==> config.mk <==
export PLATFORM = sky130hd
export DESIGN_NAME = ltp_ctrl
export DESIGN_NICKNAME = d
export VERILOG_FILES = /design/src/ltp_pkg.sv /design/src/ltp_ctrl.sv
export SDC_FILE = /design/constraint.sdc
export NUM_CORES = 1
export LEC_CHECK = 0
export ABC_AREA = 1
export BUFFER_PORTS_ARGS = -buffer_cell sky130_fd_sc_hd__buf_2
export CAP_MARGIN = 20
export CORE_AREA = 2 2 39 41
export CTS_CLUSTER_SIZE = 10
export DETAILED_ROUTE_END_ITERATION = 16
export DIE_AREA = 0 0 41 43
export GPL_TIMING_DRIVEN = 0
export HOLD_SLACK_MARGIN = 0.02
export PLACE_DENSITY = 0.53
export SLEW_MARGIN = 25
export SYNTH_ARGS = -nofsm -noshare
export SYNTH_HDL_FRONTEND = slang
export SYNTH_SLANG_ARGS = --single-unit
==> constraint.sdc <==
create_clock -name clk_i -period 1.15 [get_ports clk_i]
set_clock_uncertainty 0.15 [all_clocks]
set_input_delay 0.115 -clock clk_i [delete_from_list [all_inputs] [get_ports clk_i]]
set_output_delay 0.115 -clock clk_i [all_outputs]
set_load 0.1 [all_outputs]
==> src/ltp_pkg.sv <==
package ltp_pkg;

  localparam int unsigned DEF_NONTERMINAL_COUNT = 32;
  localparam int unsigned DEF_TERMINAL_COUNT    = 32;
  localparam int unsigned DEF_RULE_COUNT        = 64;
  localparam int unsigned DEF_RHS_MAX           = 8;
  localparam int unsigned DEF_STACK_SIZE        = 64;

  localparam logic [5:0] START_RESET = 6'd32;

  // action codes
  localparam logic [2:0] ACT_LOAD_TABLE = 3'd0;
  localparam logic [2:0] ACT_LOAD_SYM   = 3'd1;
  localparam logic [2:0] ACT_SET_LEN    = 3'd2;
  localparam logic [2:0] ACT_START      = 3'd3;
  localparam logic [2:0] ACT_TOKEN      = 3'd4;

  // result status codes
  localparam logic [2:0] ST_LOADED      = 3'd0;
  localparam logic [2:0] ST_CONSUMED    = 3'd1;
  localparam logic [2:0] ST_ACCEPTED    = 3'd2;
  localparam logic [2:0] ST_REJECTED    = 3'd3;
  localparam logic [2:0] ST_NOT_STARTED = 3'd4;

  typedef struct packed {
    logic [2:0] action;
    logic [4:0] nonterminal;
    logic [4:0] terminal;
    logic [5:0] rule_number;
    logic [2:0] position;
    logic [5:0] symbol;
    logic [3:0] rule_length;
    logic [4:0] token;
    logic       last_token;
  } in_t;

  typedef struct packed {
    logic [2:0] status;
    logic [6:0] stack_depth;
  } out_t;

  typedef enum logic [1:0] {
    PH_IDLE,
    PH_RUN,
    PH_ACCEPT,
    PH_REJECT
  } phase_e;

  typedef enum logic [2:0] {
    S_CLEAR,
    S_IDLE,
    S_POP,
    S_TOP,
    S_ENTRY,
    S_LEN,
    S_PUSH,
    S_DONE
  } state_e;

  typedef enum logic [3:0] {
    OP_NONE,
    OP_CLEAR,
    OP_ACCEPT,
    OP_POP,
    OP_TOP,
    OP_ENTRY,
    OP_LEN,
    OP_PUSH,
    OP_EMIT
  } op_e;

  typedef struct packed {
    op_e op;
  } cmd_t;

  typedef struct packed {
    logic clr_last;
    logic go_run;
    logic sp_zero;
    logic expand;
    logic entry_ok;
    logic ovf;
    logic len_zero;
    logic k_last;
    logic slot_free;
  } sts_t;

endpackage

==> src/ltp_ctrl.sv <==
module ltp_ctrl (
  input  logic         clk_i,
  input  logic         rst_ni,
  input  logic         in_valid_i,
  input  ltp_pkg::sts_t sts_i,
  output ltp_pkg::cmd_t cmd_o,
  output logic         in_stall_o
);

  ltp_pkg::state_e state_q, state_d;

  always_ff @(posedge clk_i or negedge rst_ni) begin
    if (!rst_ni) begin
      state_q <= ltp_pkg::S_CLEAR;
    end else begin
      state_q <= state_d;
    end
  end

  always_comb begin
    state_d    = state_q;
    cmd_o.op   = ltp_pkg::OP_NONE;
    in_stall_o = 1'b1;
    case (state_q)
      ltp_pkg::S_CLEAR: begin
        cmd_o.op = ltp_pkg::OP_CLEAR;
        if (sts_i.clr_last) state_d = ltp_pkg::S_IDLE;
      end
      ltp_pkg::S_IDLE: begin
        in_stall_o = 1'b0;
        if (in_valid_i) begin
          cmd_o.op = ltp_pkg::OP_ACCEPT;
          state_d  = sts_i.go_run ? ltp_pkg::S_POP : ltp_pkg::S_DONE;
        end
      end
      ltp_pkg::S_POP: begin
        cmd_o.op = ltp_pkg::OP_POP;
        state_d  = sts_i.sp_zero ? ltp_pkg::S_DONE : ltp_pkg::S_TOP;
      end
      ltp_pkg::S_TOP: begin
        cmd_o.op = ltp_pkg::OP_TOP;
        state_d  = sts_i.expand ? ltp_pkg::S_ENTRY : ltp_pkg::S_DONE;
      end
      ltp_pkg::S_ENTRY: begin
        cmd_o.op = ltp_pkg::OP_ENTRY;
        state_d  = sts_i.entry_ok ? ltp_pkg::S_LEN : ltp_pkg::S_DONE;
      end
      ltp_pkg::S_LEN: begin
        cmd_o.op = ltp_pkg::OP_LEN;
        if (sts_i.ovf) begin
          state_d = ltp_pkg::S_DONE;
        end else if (sts_i.len_zero) begin
          state_d = ltp_pkg::S_POP;
        end else begin
          state_d = ltp_pkg::S_PUSH;
        end
      end
      ltp_pkg::S_PUSH: begin
        cmd_o.op = ltp_pkg::OP_PUSH;
        if (sts_i.k_last) state_d = ltp_pkg::S_POP;
      end
      ltp_pkg::S_DONE: begin
        if (sts_i.slot_free) begin
          cmd_o.op = ltp_pkg::OP_EMIT;
          state_d  = ltp_pkg::S_IDLE;
        end
      end
      default: begin
        state_d = ltp_pkg::S_IDLE;
      end
    endcase
  end

endmodule

==> results of run 1 <==
-- critical path: cells and delay by family (launching register included) --
family | cells | cell delay, ns
flops | 1 | 0.50
buf+inv | 3 | 0.34
simple gates | 2 | 0.23
-- layer usage --
layer | share of wire, % | GRT usage (%) | vias to the layer above
met3 | 3.1 | 0 | 2
li1 | - | - | 250
met1 | 38 | 15.53 | 208
met5 | 0 | 0 | -
met4 | 1.8 | 6.000 | 0
met2 | 57 | 22.81 | 10
-- logic make-up after synthesis --
family / share of synthesized area [%]
AO/OA/AOI/OAI: 7.805
buffers and inverters: 14.87
flip-flops: 22.30
AND/OR/NAND/NOR: 55.02
-- cell type report --
class	count	area (um2)	share of cell area, %
Sequential cell	3	77.57	10.73
Timing Repair Buffer	24	234.0	32.35
Buffer	1	11.26	1.557
Clock buffer	4	26.28	3.633
Tap cell	16	20.02	2.768
Inverter	12	60.06	8.304
Multi-Input combinational cell	45	294.0	40.66
-- stage by stage --
stage               setup TNS (ns)  hold slack, ns  setup WS [ns]  util [%]  instance area, um2
floorplan                   -2.371         -0.3306        -0.4443         -               402.9
global route                -3.435         0.06932        -0.4876     52.26               723.2
global placement            -2.496         -0.2387        -0.4872     36.35               503.0
finish                      -2.973         0.05001        -0.4387     52.26               723.2
CTS                         -2.587         0.04756        -0.4367     48.37               669.4
detailed placement          -2.502         -0.2381        -0.4931     36.35               503.0
-- path summary, 6_finish.rpt --
| path | cells after the start | slack (ns) | end |
|---|---|---|---|
| max | 5 | -0.44 | in_stall_o |
| min | 2 | 0.05 | state_q[1] |
| max reg2reg | 8 | -0.37 | state_q[2] |
| min reg2reg | 3 | 0.51 | state_q[1] |
| max in group asynchronous | 2 | 0.68 | state_q[0] |
| min in group clk_i | 4 | 0.05 | state_q[1] |
-- what timing repair did --
| action | CTS | global route |
|---|---|---|
| hold buffers | 1 | 0 |
| gates cloned | 0 | 0 |
| buffers inserted | 4 | 3 |
| pin swaps | 2 | 1 |
| endpoints found under the hold margin | 3 | 0 |
| gates resized for setup | 27 | 5 |
| setup endpoints to repair | 8 | 8 |
-- cell usage in the layout, fill, tap and decap left out --
cell type and n:
buf_2 11, inv_6 1, nor2_1 6, a21oi_4 1, o211ai_1 1, inv_4 1, clkbuf_1 1, nand2_1 17
nand3_4 1, buf_6 2, o21ai_4 1, dlygate4sd3_1 1, nand2_8 1, nor3_2 1, inv_1 9, nand2_2 1
buf_12 6, o21ai_1 1, dfrtp_2 2, buf_4 5, nor2_2 1, nand3_1 4, clkbuf_4 3, inv_8 1
nand4_1 3, nor2_4 5, dfrtp_1 1, nand3b_1 1
==> flow_metrics.env, run 1 <==
export IMPL_via_per_inst=4.476
export IMPL_core_area_um2=1384
export IMPL_start_util_pct=24.32
export IMPL_first_iter_violations=4
export IMPL_critical_path_max_stage_delay_ns=0.50
export IMPL_synth_edff_count=0
export IMPL_dieWidth_um=41
export IMPL_netlist_area_leader_share_pct=22.30
export IMPL_gp_congestion=0.7440
export IMPL_synth_async_sr_flop_share_pct=100.0
export IMPL_io_pins=17
export IMPL_path_common_cell="buf_12"
export IMPL_synth_seq_area_share_pct=22.30
export IMPL_fill_cells=135
export IMPL_die_area_um2=1763
export IMPL_drtAntennaViolNets=0
export IMPL_violations="negative setup slack"
export IMPL_worst_slew_pin_slew_ns=0.2505
export IMPL_yosysMostFrequentCell="nand2_1"
export IMPL_setup_viol=8
export IMPL_netlist_area_um2=336.6
export IMPL_insertedDiodeCount=0
export IMPL_max_freq_mhz=629.4
export IMPL_maxCapViolCount=0
export IMPL_dr_pass1_iters=2
export IMPL_synth_area_per_cell_um2=5.518
export IMPL_hp_class="input port to asynchronous set/reset pin"
export IMPL_startpoint="state_q[0]"
export IMPL_track_usage_pct=13.08
export IMPL_slew_headroom_pct=83.30
export IMPL_grt_pass1_vias=421
export IMPL_fin_ws_ns=-0.4387
export IMPL_grt_ovfl_total=0
export IMPL_area_growth_pct=114.9
export IMPL_cts_max_level=1
export IMPL_grt_setup_unrepaired="true"
export IMPL_cts_made_buffers=3
export IMPL_largest_register_ffs=3
export IMPL_portBuffers=16
export IMPL_final_cells=105
export IMPL_drive_gt1_share_pct=49.44
export IMPL_clock_latency_ns=0.24
export IMPL_reg_top3="state_q: 3 flops"
export IMPL_report_final_slew_viol_count=0
export IMPL_grt_max_degree=11
export IMPL_nets=102
export IMPL_crit_type="flop to primary output"
export IMPL_ys_top_cells_by_area="dfrtp_1 22%, nand2_1 20%, nor2_1 11%"
export IMPL_worst_ep_arrival_time_ns=1.32
export IMPL_period_minus_slack_ns=1.589
export IMPL_syn_num_nets=73
export IMPL_cts_tree="done"
export IMPL_drc=0
export IMPL_post_route_period_util_pct=138.1
export IMPL_startpoint_type="flop"
export IMPL_crit_path_end_kind="primary output"
export IMPL_ys_flop_type="dfrtp_1"
export IMPL_r2r_start="state_q[0]"
export IMPL_yosys_warnings=0
export IMPL_grt_pass1_wl_um=1600
export IMPL_wl_um=1071
export IMPL_status="finished, violations left"
export IMPL_cp_max_fo=6
export IMPL_wl_per_cell_um=10.20
export IMPL_synth_seq_cells=3
export IMPL_yosysTopAreaCell="dfrtp_1"
export IMPL_synthTopCellsByCount="18 x nand2_1, 10 x nor2_1, 9 x inv_1"
export IMPL_crit_required_ns=0.88
export IMPL_cts_root_buf="clkbuf_4"
export IMPL_fp_row_count=14
export IMPL_clkTransAtPathRegs_ns=0.04
export IMPL_synth_cell_types=17
export IMPL_hold_violations=0
export IMPL_clock_path_buffers=2
export IMPL_regMostFlops="state_q"
export IMPL_placed_cells=93
export IMPL_cts_sinks=3
export IMPL_cp_cell_sequence="inv_8 > nor2_4 > buf_12 > nand2_8 > buf_12"
export IMPL_num_vias=470
export IMPL_place_hpwl_um=718.6
export IMPL_antenna_found_initial=0
export IMPL_syn_inst=61
export IMPL_die_height_um=43
export IMPL_critPathSlowestCell="dfrtp_2"
Power of run 1 is not shown: default switching activity piles up to over one toggle a cycle in this logic, so the estimate is an artifact.
==> inputs of run 2 (changes only) <==
--- a/config.mk
+++ b/config.mk
@@ -19,3 +19,4 @@
 export SYNTH_ARGS = -nofsm -noshare
 export SYNTH_HDL_FRONTEND = slang
 export SYNTH_SLANG_ARGS = --single-unit
+export TNS_END_PERCENT = 1
==> run 2 against run 1 <==
  * Clock-buffer cell count unchanged
  * Core utilization shrank 7.2 points
  * Cell count shrank 5.7%
  * First-iteration DRC count is 130% higher
  * Register-to-register slack improved by 0.04 ns
  * Global-route usage grew 1.8 points
  * Critical path type unchanged
  * Via count decreased by 3.4%
  * Sequential share of layout area rose by 1.7 points
  * The run still ends with negative setup slack left
  * Final area shrank 14%
  * Hold slack got worse by 0.0092 ns
==> flow_metrics.env, run 2 (synthesized netlist as in run 1, its figures left out) <==
export IMPL_maxCapViolCount=0
export IMPL_num_vias=454
export IMPL_ff2ff_setup_slack_ns=-0.33
export IMPL_drc=0
export IMPL_status="finished, violations left"
export IMPL_crit_path_end_kind="primary output"
export IMPL_via_per_inst=4.586
export IMPL_r2r_end="state_q[2]"
export IMPL_die_height_um=43
export IMPL_drtAntennaViolNets=0
export IMPL_reg_top3="state_q: 3 flops"
export IMPL_dr_pass1_iters=4
export IMPL_grt_pass1_vias=432
export IMPL_area_growth_pct=85.13
export IMPL_grt_pass1_wl_um=1780
export IMPL_hold_violations=0
export IMPL_crit_required_ns=0.88
export IMPL_r2r_start="state_q[0]"
export IMPL_fp_row_count=14
export IMPL_die_area_um2=1763
export IMPL_dieWidth_um=41
export IMPL_violations="negative setup slack"
export IMPL_insertedDiodeCount=0
export IMPL_grt_max_degree=11
export IMPL_cts_root_buf="clkbuf_4"
export IMPL_slew_headroom_pct=67.88
export IMPL_nets=96
export IMPL_largest_register_ffs=3
export IMPL_hp_start="sts_i[4]"
export IMPL_place_hpwl_um=708.8
export IMPL_max_freq_mhz=627.3
export IMPL_start_util_pct=24.32
export IMPL_hp_class="input port to flop"
export IMPL_grt_setup_unrepaired="true"
export IMPL_startpoint_type="flop"
export IMPL_crit_type="flop to primary output"
export IMPL_mostFrequentLayoutCells="18 x nand2_1, 12 x buf_2, 9 x inv_1, 6 x nor2_1, 5 x nor2_4"
export IMPL_antenna_found_initial=0
export IMPL_clock_path_buffers=2
export IMPL_holdWs_ns=0.04080
export IMPL_final_common_cell="nand2_1"
export IMPL_cts_sinks=3
export IMPL_hold_path_depth=4
export IMPL_core_area_um2=1384
export IMPL_worst_slew_pin_slew_ns=0.4851
export IMPL_seqCellArea_um2=77.57
export IMPL_cp_max_fo=6
export IMPL_multi_input_area_um2=284.0
export IMPL_report_final_slew_viol_count=0
export IMPL_min_to="state_q[1]"
export IMPL_wl_per_cell_um=10.23
export IMPL_period_minus_slack_ns=1.594
export IMPL_setup_viol=8
export IMPL_cts_max_level=1
export IMPL_cts_made_buffers=3
export IMPL_post_route_period_util_pct=138.6
export IMPL_clkTransAtPathRegs_ns=0.04
export IMPL_track_usage_pct=14.89
export IMPL_portBuffers=16
export IMPL_fin_ws_ns=-0.4442
export IMPL_worst_ep_arrival_time_ns=1.33
export IMPL_wl_um=1013
export IMPL_drive_gt1_share_pct=44.58
export IMPL_gp_congestion=0.7696
export IMPL_r2r_cells=9
export IMPL_regMostFlops="state_q"
export IMPL_grt_ovfl_total=0
export IMPL_clock_latency_ns=0.24
export IMPL_fill_cells=149
export IMPL_io_pins=17
export IMPL_cts_tree="done"
export IMPL_startpoint="state_q[0]"
export IMPL_first_iter_violations=9
## run 2: cell count changes in the layout (fill, tap and decap cells not counted)
cell and delta:
buf_12 -3, buf_2 +1, nand2_1 +1, nand3_4 -1, nand2_2 -1, inv_6 -1
inv_2 +1, nand3_2 +1, buf_4 -4
## run 2: how the worst max path moves through the flow
stage / end / slack [ns] / cells after the start
after floorplan: cmd_o[1] / -0.44 / 4
after global placement: cmd_o[2] / -0.49 / 6
after detailed placement: cmd_o[1] / -0.49 / 5
after CTS: cmd_o[1] / -0.44 / 5
after global routing: cmd_o[1] / -0.50 / 5
final: cmd_o[1] / -0.44 / 5
## run 2: repair_timing
item,4_1_cts,5_1_grt
pin swaps,2,0
setup buffers,1,0
endpoints found under the hold margin,3,0
gates resized for setup,22,1
endpoints found under the setup margin,8,8
hold buffers,1,0
## run 2: layout make-up
cell class / count / share of cell area (%)
buffer: 1 / 1.807
inverter: 12 / 8.835
multi-input combinational: 45 / 45.58
sequential: 3 / 12.45
timing repair buffer: 18 / 23.90
tap: 16 / 3.213
clock buffer: 4 / 4.217
## run 2: critical path, stage by stage, from the launching register on
cell and delay (ns):
dfrtp_2 0.49, inv_8 0.05, nor2_4 0.19, nor2_4 0.07
nor2_4 0.10, buf_12 0.18
## run 2: stage by stage
stage / std cells / utilization (%) / worst slack (ns) / TNS [ns] / cell area [um2]
floorplan: 61 / - / -0.4443 / -2.440 / 392.9
global placement: 93 / 35.62 / -0.4902 / -2.546 / 493.0
detailed placement: 93 / 35.62 / -0.4902 / -2.548 / 493.0
CTS: 99 / 44.76 / -0.4379 / -2.721 / 619.3
global route: 99 / 45.03 / -0.4984 / -3.319 / 623.1
finish: 99 / 45.03 / -0.4442 / -2.787 / 623.1
## run 2: layer usage
metal  GRT usage [%]  up-vias  share of wire [%]
li1                -      232                  -
met1           17.80      203                 39
met2           23.44       17                 54
met3           3.141        2                5.2
met4           8.000        0                1.3
met5               0        -                  0
Power of run 2 is left out for the same reason.
